### src/rtl/fhcc_pkg.sv
// Package for the flash/hit coincidence classifier.
// Holds command and register codes, the queued operation type and the
// pattern classification function. Depends on nothing.
`default_nettype none

package fhcc_pkg;

   // Default time width and fixed field widths.
   localparam int TIME_BITS_DEFAULT = 32;
   localparam int CMD_BITS          = 2;
   localparam int PLANE_BITS        = 7;
   localparam int WINDOW_BITS       = 16;
   localparam int CLASS_BITS        = 4;
   localparam int COUNT_BITS        = 2;
   localparam int CSR_INDEX_BITS    = 1;
   localparam int CSR_DATA_BITS     = 16;

   localparam logic [PLANE_BITS-1:0]  SIDE_PLANE_LIMIT = 7'd36;
   localparam logic [COUNT_BITS-1:0]  COUNT_MAX        = 2'd2;
   localparam logic [WINDOW_BITS-1:0] WINDOW_RESET     = 16'd100;

   // Depth of the queue between front and back.
   localparam int QUEUE_DEPTH = 2;

   // Command codes.
   localparam logic [CMD_BITS-1:0] CMD_START  = 2'd0;
   localparam logic [CMD_BITS-1:0] CMD_HIT    = 2'd1;
   localparam logic [CMD_BITS-1:0] CMD_FINISH = 2'd2;

   // Register indexes.
   localparam logic [CSR_INDEX_BITS-1:0] CSR_USE_FIRST = 1'd0;
   localparam logic [CSR_INDEX_BITS-1:0] CSR_WINDOW    = 1'd1;

   // Pattern codes.
   localparam logic [CLASS_BITS-1:0] CLASS_NONE           = 4'd0;
   localparam logic [CLASS_BITS-1:0] CLASS_TOP_ENTER      = 4'd1;
   localparam logic [CLASS_BITS-1:0] CLASS_SIDE_ENTER     = 4'd2;
   localparam logic [CLASS_BITS-1:0] CLASS_TOP_ENTER_SIDE_EXIT = 4'd3;
   localparam logic [CLASS_BITS-1:0] CLASS_TOP_EXIT       = 4'd4;
   localparam logic [CLASS_BITS-1:0] CLASS_SIDE_EXIT      = 4'd5;
   localparam logic [CLASS_BITS-1:0] CLASS_BOTH_ENTER     = 4'd6;
   localparam logic [CLASS_BITS-1:0] CLASS_BOTH_ENTER_SIDE_EXIT = 4'd7;
   localparam logic [CLASS_BITS-1:0] CLASS_OTHER          = 4'd8;

   typedef enum logic [1:0] {
      OP_START,
      OP_HIT,
      OP_FINISH
   } op_kind_type;

   // Which counter a hit bumps; all zero when the hit falls outside the window.
   typedef struct packed {
      logic top_enter;
      logic side_enter;
      logic top_exit;
      logic side_exit;
   } hit_bucket_type;

   typedef struct packed {
      op_kind_type    kind;
      hit_bucket_type bucket;
   } op_type;

   function automatic logic [CLASS_BITS-1:0] classify(
      input logic [COUNT_BITS-1:0] te,
      input logic [COUNT_BITS-1:0] se,
      input logic [COUNT_BITS-1:0] tx,
      input logic [COUNT_BITS-1:0] sx
   );
      logic te0, se0, tx0, sx0, te1, se1, tx1, sx1;
      logic [CLASS_BITS-1:0] code;
      te0 = (te == '0);
      se0 = (se == '0);
      tx0 = (tx == '0);
      sx0 = (sx == '0);
      te1 = (te == COUNT_BITS'(1));
      se1 = (se == COUNT_BITS'(1));
      tx1 = (tx == COUNT_BITS'(1));
      sx1 = (sx == COUNT_BITS'(1));
      if (te0 && se0 && tx0 && sx0)            code = CLASS_NONE;
      else if (te1 && se0 && tx0 && sx0)       code = CLASS_TOP_ENTER;
      else if (te0 && se1 && tx0 && sx0)       code = CLASS_SIDE_ENTER;
      else if (te1 && se0 && tx0 && sx1)       code = CLASS_TOP_ENTER_SIDE_EXIT;
      else if (te0 && se0 && tx1 && sx0)       code = CLASS_TOP_EXIT;
      else if (te0 && se0 && tx0 && sx1)       code = CLASS_SIDE_EXIT;
      else if (!te0 && !se0 && tx0 && sx0)     code = CLASS_BOTH_ENTER;
      else if (!te0 && !se0 && tx0 && !sx0)    code = CLASS_BOTH_ENTER_SIDE_EXIT;
      else                                     code = CLASS_OTHER;
      return code;
   endfunction

   function automatic logic is_entering_class(input logic [CLASS_BITS-1:0] code);
      return (code == CLASS_TOP_ENTER) || (code == CLASS_SIDE_ENTER) ||
             (code == CLASS_TOP_ENTER_SIDE_EXIT) || (code == CLASS_BOTH_ENTER) ||
             (code == CLASS_BOTH_ENTER_SIDE_EXIT);
   endfunction

endpackage

`default_nettype wire

### src/rtl/fhcc_queue.sv
// Short queue of classified operations between the front and back parts.
// Depends on fhcc_pkg for the operation type and depth.
`default_nettype none

module fhcc_queue
   import fhcc_pkg::*;
(
   input  wire logic   clock,
   input  wire logic   reset,
   input  wire logic   push_valid,
   output logic        push_ready,
   input  wire op_type push_data,
   output logic        pop_valid,
   input  wire logic   pop_ready,
   output op_type      pop_data
);

   localparam int PTR_BITS   = (QUEUE_DEPTH > 1) ? $clog2(QUEUE_DEPTH) : 1;
   localparam int COUNT_W    = $clog2(QUEUE_DEPTH + 1);
   localparam logic [PTR_BITS-1:0] LAST_PTR = PTR_BITS'(QUEUE_DEPTH - 1);

   op_type               entry_ff [QUEUE_DEPTH];
   logic [PTR_BITS-1:0]  wr_ptr_ff, wr_ptr_in;
   logic [PTR_BITS-1:0]  rd_ptr_ff, rd_ptr_in;
   logic [COUNT_W-1:0]   count_ff, count_in;
   logic                 push, pop;

   assign push_ready = (count_ff != COUNT_W'(QUEUE_DEPTH));
   assign pop_valid  = (count_ff != '0);
   assign pop_data   = entry_ff[rd_ptr_ff];
   assign push       = push_valid && push_ready;
   assign pop        = pop_valid && pop_ready;

   always_comb begin
      wr_ptr_in = wr_ptr_ff;
      rd_ptr_in = rd_ptr_ff;
      count_in  = count_ff;
      if (push) begin
         wr_ptr_in = (wr_ptr_ff == LAST_PTR) ? '0 : wr_ptr_ff + PTR_BITS'(1);
      end
      if (pop) begin
         rd_ptr_in = (rd_ptr_ff == LAST_PTR) ? '0 : rd_ptr_ff + PTR_BITS'(1);
      end
      if (push && !pop) begin
         count_in = count_ff + COUNT_W'(1);
      end else if (pop && !push) begin
         count_in = count_ff - COUNT_W'(1);
      end
   end

   always_ff @(posedge clock) begin
      if (reset) begin
         wr_ptr_ff <= '0;
         rd_ptr_ff <= '0;
         count_ff  <= '0;
      end else begin
         wr_ptr_ff <= wr_ptr_in;
         rd_ptr_ff <= rd_ptr_in;
         count_ff  <= count_in;
      end
   end

   always_ff @(posedge clock) begin
      if (push) begin
         entry_ff[wr_ptr_ff] <= push_data;
      end
   end

endmodule

`default_nettype wire

### src/rtl/fhcc_front.sv
// Front part: holds the registers and the latched flash time, accepts items
// and turns each known command into a queued operation. Depends on fhcc_pkg.
`default_nettype none

module fhcc_front
   import fhcc_pkg::*;
#(
   parameter int TIME_BITS = TIME_BITS_DEFAULT
) (
   input  wire logic                      clock,
   input  wire logic                      reset,
   input  wire logic                      csr_wr_en,
   input  wire logic [CSR_INDEX_BITS-1:0] csr_index,
   input  wire logic [CSR_DATA_BITS-1:0]  csr_wdata,
   input  wire logic                      req_valid,
   output logic                           req_ready,
   input  wire logic [CMD_BITS-1:0]       req_cmd,
   input  wire logic [TIME_BITS-1:0]      req_flash_time,
   input  wire logic [PLANE_BITS-1:0]     req_hit_plane,
   input  wire logic [TIME_BITS-1:0]      req_hit_time_first,
   input  wire logic [TIME_BITS-1:0]      req_hit_time_second,
   output logic                           push_valid,
   input  wire logic                      push_ready,
   output op_type                         push_data
);

   localparam int DIFF_BITS = TIME_BITS + 1;

   logic                   use_first_ff, use_first_in;
   logic [WINDOW_BITS-1:0] window_ff, window_in;
   logic [TIME_BITS-1:0]   flash_ff, flash_in;

   logic                   accept;
   logic [TIME_BITS-1:0]   hit_time;
   logic [DIFF_BITS-1:0]   diff_fwd, diff_rev, magnitude;
   logic                   negative, side, in_window;
   hit_bucket_type         bucket;

   assign req_ready = push_ready;
   assign accept    = req_valid && req_ready;

   // Offset is formed one bit wider than the times so it never wraps.
   always_comb begin
      hit_time  = use_first_ff ? req_hit_time_first : req_hit_time_second;
      diff_fwd  = {hit_time[TIME_BITS-1], hit_time} - {flash_ff[TIME_BITS-1], flash_ff};
      diff_rev  = {flash_ff[TIME_BITS-1], flash_ff} - {hit_time[TIME_BITS-1], hit_time};
      negative  = diff_fwd[DIFF_BITS-1];
      magnitude = negative ? diff_rev : diff_fwd;
      in_window = magnitude < {{(DIFF_BITS-WINDOW_BITS){1'b0}}, window_ff};
      side      = req_hit_plane > SIDE_PLANE_LIMIT;
      bucket.top_enter  = in_window && negative && !side;
      bucket.side_enter = in_window && negative && side;
      bucket.top_exit   = in_window && !negative && !side;
      bucket.side_exit  = in_window && !negative && side;
   end

   always_comb begin
      push_valid       = 1'b0;
      push_data.kind   = OP_START;
      push_data.bucket = '0;
      unique case (req_cmd)
         CMD_START: begin
            push_valid = req_valid;
         end
         CMD_HIT: begin
            push_valid       = req_valid;
            push_data.kind   = OP_HIT;
            push_data.bucket = bucket;
         end
         CMD_FINISH: begin
            push_valid     = req_valid;
            push_data.kind = OP_FINISH;
         end
         default: begin
            // Unknown command is taken and dropped.
            push_valid = 1'b0;
         end
      endcase
   end

   always_comb begin
      use_first_in = use_first_ff;
      window_in    = window_ff;
      flash_in     = flash_ff;
      if (csr_wr_en) begin
         unique case (csr_index)
            CSR_USE_FIRST: use_first_in = csr_wdata[0];
            CSR_WINDOW:    window_in    = csr_wdata[WINDOW_BITS-1:0];
            default:       ;
         endcase
      end
      if (accept && (req_cmd == CMD_START)) begin
         flash_in = req_flash_time;
      end
   end

   always_ff @(posedge clock) begin
      if (reset) begin
         use_first_ff <= 1'b0;
         window_ff    <= WINDOW_RESET;
         flash_ff     <= '0;
      end else begin
         use_first_ff <= use_first_in;
         window_ff    <= window_in;
         flash_ff     <= flash_in;
      end
   end

endmodule

`default_nettype wire

### src/rtl/fhcc_back.sv
// Back part: applies queued operations to the four saturating hit counters
// and registers the pattern code on finish. Depends on fhcc_pkg.
`default_nettype none

module fhcc_back
   import fhcc_pkg::*;
(
   input  wire logic                   clock,
   input  wire logic                   reset,
   input  wire logic                   pop_valid,
   output logic                        pop_ready,
   input  wire op_type                 pop_data,
   output logic                        rsp_valid,
   input  wire logic                   rsp_ready,
   output logic [CLASS_BITS-1:0]       rsp_match_class,
   output logic                        rsp_is_entering
);

   logic [COUNT_BITS-1:0] top_enter_ff, top_enter_in;
   logic [COUNT_BITS-1:0] side_enter_ff, side_enter_in;
   logic [COUNT_BITS-1:0] top_exit_ff, top_exit_in;
   logic [COUNT_BITS-1:0] side_exit_ff, side_exit_in;
   logic                  rsp_valid_ff, rsp_valid_in;
   logic [CLASS_BITS-1:0] class_ff, class_in;
   logic                  entering_ff, entering_in;
   logic                  out_free, pop;

   function automatic logic [COUNT_BITS-1:0] bump(
      input logic [COUNT_BITS-1:0] count,
      input logic                  hit
   );
      return (hit && (count < COUNT_MAX)) ? count + COUNT_BITS'(1) : count;
   endfunction

   // The output register can be loaded when empty or emptied in this cycle.
   assign out_free  = !rsp_valid_ff || rsp_ready;
   assign pop_ready = (pop_data.kind != OP_FINISH) || out_free;
   assign pop       = pop_valid && pop_ready;

   assign rsp_valid       = rsp_valid_ff;
   assign rsp_match_class = class_ff;
   assign rsp_is_entering = entering_ff;

   always_comb begin
      top_enter_in  = top_enter_ff;
      side_enter_in = side_enter_ff;
      top_exit_in   = top_exit_ff;
      side_exit_in  = side_exit_ff;
      rsp_valid_in  = rsp_valid_ff && !rsp_ready;
      class_in      = class_ff;
      entering_in   = entering_ff;
      if (pop) begin
         unique case (pop_data.kind)
            OP_START: begin
               top_enter_in  = '0;
               side_enter_in = '0;
               top_exit_in   = '0;
               side_exit_in  = '0;
            end
            OP_HIT: begin
               top_enter_in  = bump(top_enter_ff, pop_data.bucket.top_enter);
               side_enter_in = bump(side_enter_ff, pop_data.bucket.side_enter);
               top_exit_in   = bump(top_exit_ff, pop_data.bucket.top_exit);
               side_exit_in  = bump(side_exit_ff, pop_data.bucket.side_exit);
            end
            OP_FINISH: begin
               rsp_valid_in = 1'b1;
               class_in     = classify(top_enter_ff, side_enter_ff,
                                       top_exit_ff, side_exit_ff);
               entering_in  = is_entering_class(class_in);
            end
            default: ;
         endcase
      end
   end

   always_ff @(posedge clock) begin
      if (reset) begin
         top_enter_ff  <= '0;
         side_enter_ff <= '0;
         top_exit_ff   <= '0;
         side_exit_ff  <= '0;
         rsp_valid_ff  <= 1'b0;
      end else begin
         top_enter_ff  <= top_enter_in;
         side_enter_ff <= side_enter_in;
         top_exit_ff   <= top_exit_in;
         side_exit_ff  <= side_exit_in;
         rsp_valid_ff  <= rsp_valid_in;
      end
   end

   always_ff @(posedge clock) begin
      class_ff    <= class_in;
      entering_ff <= entering_in;
   end

endmodule

`default_nettype wire

### src/rtl/flash_hit_coincidence_classifier.sv
// Flash/hit coincidence classifier, top level.
// Throughput: one item per cycle; the front takes an item whenever the two-entry
// queue has room, and the back drains one operation per cycle while no finish waits
// on a full output register. A finish item is queued, then the back classifies it
// and registers the result. Reset clears the registers to their defaults, the flash
// time, the counters and the queue; no clearing pass is needed.
`default_nettype none

module flash_hit_coincidence_classifier
   import fhcc_pkg::*;
#(
   parameter int TIME_BITS = TIME_BITS_DEFAULT
) (
   input  wire logic                      clock,
   input  wire logic                      reset,
   input  wire logic                      csr_wr_en,
   input  wire logic [CSR_INDEX_BITS-1:0] csr_index,
   input  wire logic [CSR_DATA_BITS-1:0]  csr_wdata,
   input  wire logic                      req_valid,
   output logic                           req_ready,
   input  wire logic [CMD_BITS-1:0]       req_cmd,
   input  wire logic [TIME_BITS-1:0]      req_flash_time,
   input  wire logic [PLANE_BITS-1:0]     req_hit_plane,
   input  wire logic [TIME_BITS-1:0]      req_hit_time_first,
   input  wire logic [TIME_BITS-1:0]      req_hit_time_second,
   output logic                           rsp_valid,
   input  wire logic                      rsp_ready,
   output logic [CLASS_BITS-1:0]          rsp_match_class,
   output logic                           rsp_is_entering
);

   logic   push_valid, push_ready;
   op_type push_data;
   logic   pop_valid, pop_ready;
   op_type pop_data;

   fhcc_front #(
      .TIME_BITS (TIME_BITS)
   ) u_front (
      .clock               (clock),
      .reset               (reset),
      .csr_wr_en           (csr_wr_en),
      .csr_index           (csr_index),
      .csr_wdata           (csr_wdata),
      .req_valid           (req_valid),
      .req_ready           (req_ready),
      .req_cmd             (req_cmd),
      .req_flash_time      (req_flash_time),
      .req_hit_plane       (req_hit_plane),
      .req_hit_time_first  (req_hit_time_first),
      .req_hit_time_second (req_hit_time_second),
      .push_valid          (push_valid),
      .push_ready          (push_ready),
      .push_data           (push_data)
   );

   fhcc_queue u_queue (
      .clock      (clock),
      .reset      (reset),
      .push_valid (push_valid),
      .push_ready (push_ready),
      .push_data  (push_data),
      .pop_valid  (pop_valid),
      .pop_ready  (pop_ready),
      .pop_data   (pop_data)
   );

   fhcc_back u_back (
      .clock           (clock),
      .reset           (reset),
      .pop_valid       (pop_valid),
      .pop_ready       (pop_ready),
      .pop_data        (pop_data),
      .rsp_valid       (rsp_valid),
      .rsp_ready       (rsp_ready),
      .rsp_match_class (rsp_match_class),
      .rsp_is_entering (rsp_is_entering)
   );

endmodule

`default_nettype wire
### config.mk
export PLATFORM = sky130hd
export DESIGN_NAME = flash_hit_coincidence_classifier
export DESIGN_NICKNAME = d
export VERILOG_FILES = /design/src/rtl/fhcc_pkg.sv /design/src/rtl/fhcc_queue.sv /design/src/rtl/fhcc_front.sv /design/src/rtl/fhcc_back.sv /design/src/rtl/flash_hit_coincidence_classifier.sv
export SDC_FILE = /design/constraint.sdc
export NUM_CORES = 1
export LEC_CHECK = 0
export BUFFER_PORTS_ARGS = -buffer_cell sky130_fd_sc_hd__buf_2
export CORE_AREA = 10 10 159 161
export DETAILED_ROUTE_END_ITERATION = 8
export DIE_AREA = 0 0 169 171
export GPL_ROUTABILITY_DRIVEN = 0
export PLACE_DENSITY_LB_ADDON = 0.3
export SYNTH_ARGS = -nofsm -noshare
export SYNTH_HDL_FRONTEND = slang
export SYNTH_SLANG_ARGS = --single-unit
### constraint.sdc
create_clock -name clock -period 15.5 [get_ports clock]
set_input_delay 3.1 -clock clock [delete_from_list [all_inputs] [get_ports clock]]
set_output_delay 3.1 -clock clock [all_outputs]
set_load 0.01 [all_outputs]
==> metrics.md <==
| Metric | Value |
|---|---|
| Status | finished clean |
| Max stage delay on crit path | 570 ps |
| Leakage | 3.64 nW |
| Relative slew slack | 0.534 |
| Ys flop type | dfxtp_1 |
| Die width | 169 microns |
| Cts bufs inserted | 9 |
| Slew Viols, Final | 0 |
| Die area | a little under 0.03 sq mm |
| Drt total wl | 21,900 microns |
| ANT cells | 0 |
| Setup-failing EPs final | 0 |
| Setup TNS Final | 0 ps |
| CTS tree | built |
| R2R Setup Slk | about 9000 ps |
| Initial core utilization | 0.344 |
| DP HPWL | 17,800 microns |
| Clock latency on the worst-skew pair | 350 ps |
| Core region area | between 0.02 and 0.025 sq mm |
| Crit. Startpoint | req_hit_time_first[18] |
| Clk_skew | 8.23 ps |
| Syn Nets | ~1.2k |
| H-Tree Depth | 3 |
| DR vias | 7,335 |
| Share of layout cells above drive strength 1 | 0.154 |
| Antenna violations before repair | 0 |
| Distinct cells, synth | 67 |
| Max Clk Rate | 0.124 GHz |
| WP data required | between 15,000 and 20,000 ps |
| Worst setup path end | u_queue.entry_ff[0][2] |
| Clk slew on worst S/H paths | 70 ps |
| Fraction of registers with async set/reset | 0 |
| Final period utilization | 0.521 |
| Die H | 171 microns |
| Mapped Area | 0.00764 sq mm |
| Worst R2R Path Depth | 22 |
| Reg-to-Reg End | u_queue.entry_ff[0][2] |
| Largest net degree at the start of global routing | just over 60 |
| Iter 0 DRT Violations | 519 |
| Placed insts | 1,390 |
| Final-stage net count | about 1.3k |
| RSZ-0062 raised after global routing | no |
| Tot Pwr | approximately 0.00078 W |
| Buffers on Ports | ~130 |
| Crit path cell chain | buf_2 -> mux2i_1 -> inv_1 -> ha_1 -> nand2_1 -> nor2_1 -> nand2_1 -> a2111oi_2 -> o32a_1 -> buf_4 -> mux2_2 -> o21ai_0 -> xor2_1 -> ha_1 -> a21o_1 -> a21o_1 -> a211oi_1 -> o21ai_0 -> a211o_1 -> o211ai_1 -> nand3_1 -> nor3_1 |
| Critical path arrival | 8230 ps |
| Crit path max fanout | 23 |
| # rows | 55 |
| Peak VDD IR | slightly below 0.06 mV |
| Vias per inst | 5.22 |
| Hold-fix buffers at CTS | 0 |
| Root Buffer | clkbuf_16 |
| Area delta synth->final | 13.9% |
| Gr usage total | 0.149 |
| Clock Tree Buf Depth | 2 |
| Seq cells post-synth | 80 |
| Top Ports | 134 |
| Vias in the first global route | 7,210 |
| Crit path time final | 8070 ps |
| Crit end category | flip-flop |
| Number of synthesized flops with an enable pin | 17 |
| Placement Cell Area | 0.00842 sq mm |
| Cell Pwr Density | 89.1 mW/mm^2 |
| Final Hold Viols | 0 |
| Antenna viol nets, final | 0 |
| Max-cap violations | 0 |
| Post-CTS resize count | 0 |
| Drt wl/cell | 15.6 microns |
| Final global-route overflow total | 0 |
| Post-Syn Instances | 1,023 |
| Residual DRC count | 0 |
| Min-delay worst type | reg -> reg |
| Detailed Routing Iterations Pass 1 | 5 |
| Worst path slowest cell | ha_1 |
| Crit Reg-Reg Startpoint | u_front.use_first_ff |
| Synthesis Warnings | 0 |
| Final Cell Area | 0.00870 sq mm |
| First-pass GRT wire length | 35,700 microns |
| Final cell count without fillers | 1,406 |
| CP Launch Type | input pin |
| CP Class | in -> reg |
| Mean Syn Cell Area | 7.47 sq um |
| Register area share after synthesis | 0.232 |
| Post-CTS setup buffers | 0 |
| Worst slew pin tran | 691 ps |
| Hold Crit Depth | 2 |
| Clk sinks | 80 |
| Final core occ | 0.392 |
| Fillcell total | 2,372 |
report_power, final:
part | leakage [nW] | total, W | switching (W) | internal (W)
Combinational | 2.82 | 0.000313 | 0.000186 | 0.000127
Clock | 0.139 | 0.000213 | 0.000102 | 0.000112
Sequential | 0.675 | 0.000248 | 0.0000146 | 0.000234
logic make-up (layout without fill, tap and decap cells):
| kind of cell | count (synthesis) | after routing | share of synthesized area |
|---|---|---|---|
| fa+ha+maj | 90 | 90 | 0.149 |
| simple gates | 311 | 311 | 0.186 |
| buf+inv | 153 | 251 | 0.0855 |
| xor+xnor | 36 | 36 | 0.0413 |
| mux | 51 | 51 | 0.0673 |
| flops | 80 | 80 | 0.232 |
| compound gates | 302 | 302 | 0.238 |
worst min-delay path by stage:
stage / from / endpoint
floorplan: u_front.window_ff[0] / u_front.window_ff[0]
global placement: u_front.window_ff[10] / u_front.window_ff[10]
detailed placement: u_front.window_ff[12] / u_front.window_ff[12]
CTS: u_front.window_ff[1] / u_front.window_ff[1]
global route: u_front.window_ff[5] / u_front.window_ff[5]
finish: u_front.window_ff[10] / u_front.window_ff[10]
cells in the final DEF, fill, tap and decap left out, types with 3 or more instances in the layout:
| cell type | count |
|---|---|
| nand2_1 | 146 |
| a21oi_1 | 141 |
| buf_2 | 133 |
| inv_1 | 96 |
| ha_1 | 88 |
| dfxtp_1 | 62 |
| nor2_1 | 58 |
| o21ai_0 | 51 |
| mux2i_1 | 48 |
| nand4_1 | 21 |
| xor2_1 | 19 |
| xnor2_1 | 17 |
| edfxtp_1 | 17 |
| nand3_1 | 15 |
| nor3_1 | 14 |
| a21o_1 | 14 |
| o21a_1 | 13 |
| o211ai_1 | 12 |
| a211oi_1 | 12 |
| and3_1 | 9 |
| clkbuf_16 | 9 |
| o21bai_1 | 8 |
| or3_1 | 8 |
| nand3b_1 | 7 |
| nor2b_1 | 7 |
| o21ai_1 | 6 |
| nor4_1 | 6 |
| buf_4 | 6 |
| nand2b_1 | 5 |
| a31oi_1 | 5 |
| o31ai_1 | 5 |
| a21boi_0 | 3 |
| mux2_2 | 3 |
| a221oi_1 | 3 |
| and2_1 | 3 |
| or4_1 | 3 |
| inv_6 | 3 |
layer usage:
layer  vias to the layer above  track usage  routed length [microns]
li1                       3767            -                        -
met3                        38       0.0280                     1140
met4                         0       0.0477                      500
met2                       209        0.255                    10400
met1                      3321        0.183                     9900
met5                         -            0                        0
synthesized netlist by cell type (all sizes together), types with 8 or more instances:
library cell,instances,share of area
nand2,147,0.073
a21oi,144,0.097
clkbuf,29,0.014
edfxtp,17,0.067
xnor2,17,0.019
and3,9,0.0074
buf,28,0.024
mux2i,48,0.063
or3,8,0.0066
o211ai,12,0.012
xor2,19,0.022
inv,96,0.047
a211oi,12,0.012
nand3,15,0.0098
dfxtp,63,0.17
a21o,14,0.014
o21a,13,0.013
o21ai,59,0.040
nor3,15,0.0098
o21bai,8,0.0079
ha,88,0.14
nand4,21,0.017
nor2,58,0.028
final cells by class:
| cell class | instances | area, sq um | area share |
|---|---|---|---|
| repair buffers | 139 | 711 | 0.0816 |
| flip-flops and latches | 80 | 1770 | 0.204 |
| multi-input cells | 790 | 5220 | 0.600 |
| clock inverters | 7 | 58.8 | 0.00676 |
| clock buffers | 9 | 225 | 0.0259 |
| well taps | 285 | 357 | 0.0410 |
| inverters | 96 | 360 | 0.0414 |
flip-flops by register name, indices dropped and copies added (netlist names), named ones only:
| name | cells |
|---|---|
| u_back.top_exit_ff | 2 |
| u_front.window_ff | 16 |
| u_front.flash_ff | 32 |
| u_back.rsp_is_entering | 1 |
| u_queue.wr_ptr_ff | 1 |
| u_back.side_enter_ff | 2 |
| u_back.rsp_valid | 1 |
| u_back.rsp_match_class | 4 |
| u_queue.entry_ff | 12 |
| u_back.side_exit_ff | 2 |
| u_queue.rd_ptr_ff | 1 |
| u_front.use_first_ff | 1 |
| u_queue.count_ff | 2 |
| u_back.top_enter_ff | 2 |
per-stage QoR:
step,setup slack [ps],hold slack [ps]
5_1_grt,6800,485
3_3_place_gp,7190,444
3_5_place_dp,7060,451
4_1_cts,7420,463
6_report,7430,463
2_1_floorplan,7890,434
critical path: cells and delay by family:
kind	cells	cell delay (ps)
AO/OA/AOI/OAI	9	2070
XOR/XNOR	1	200
adder cells (fa/ha/maj)	2	840
buffers and inverters	3	500
multiplexers	2	570
AND/OR/NAND/NOR	5	950
Note: power is estimated with default switching activity, not from simulation.
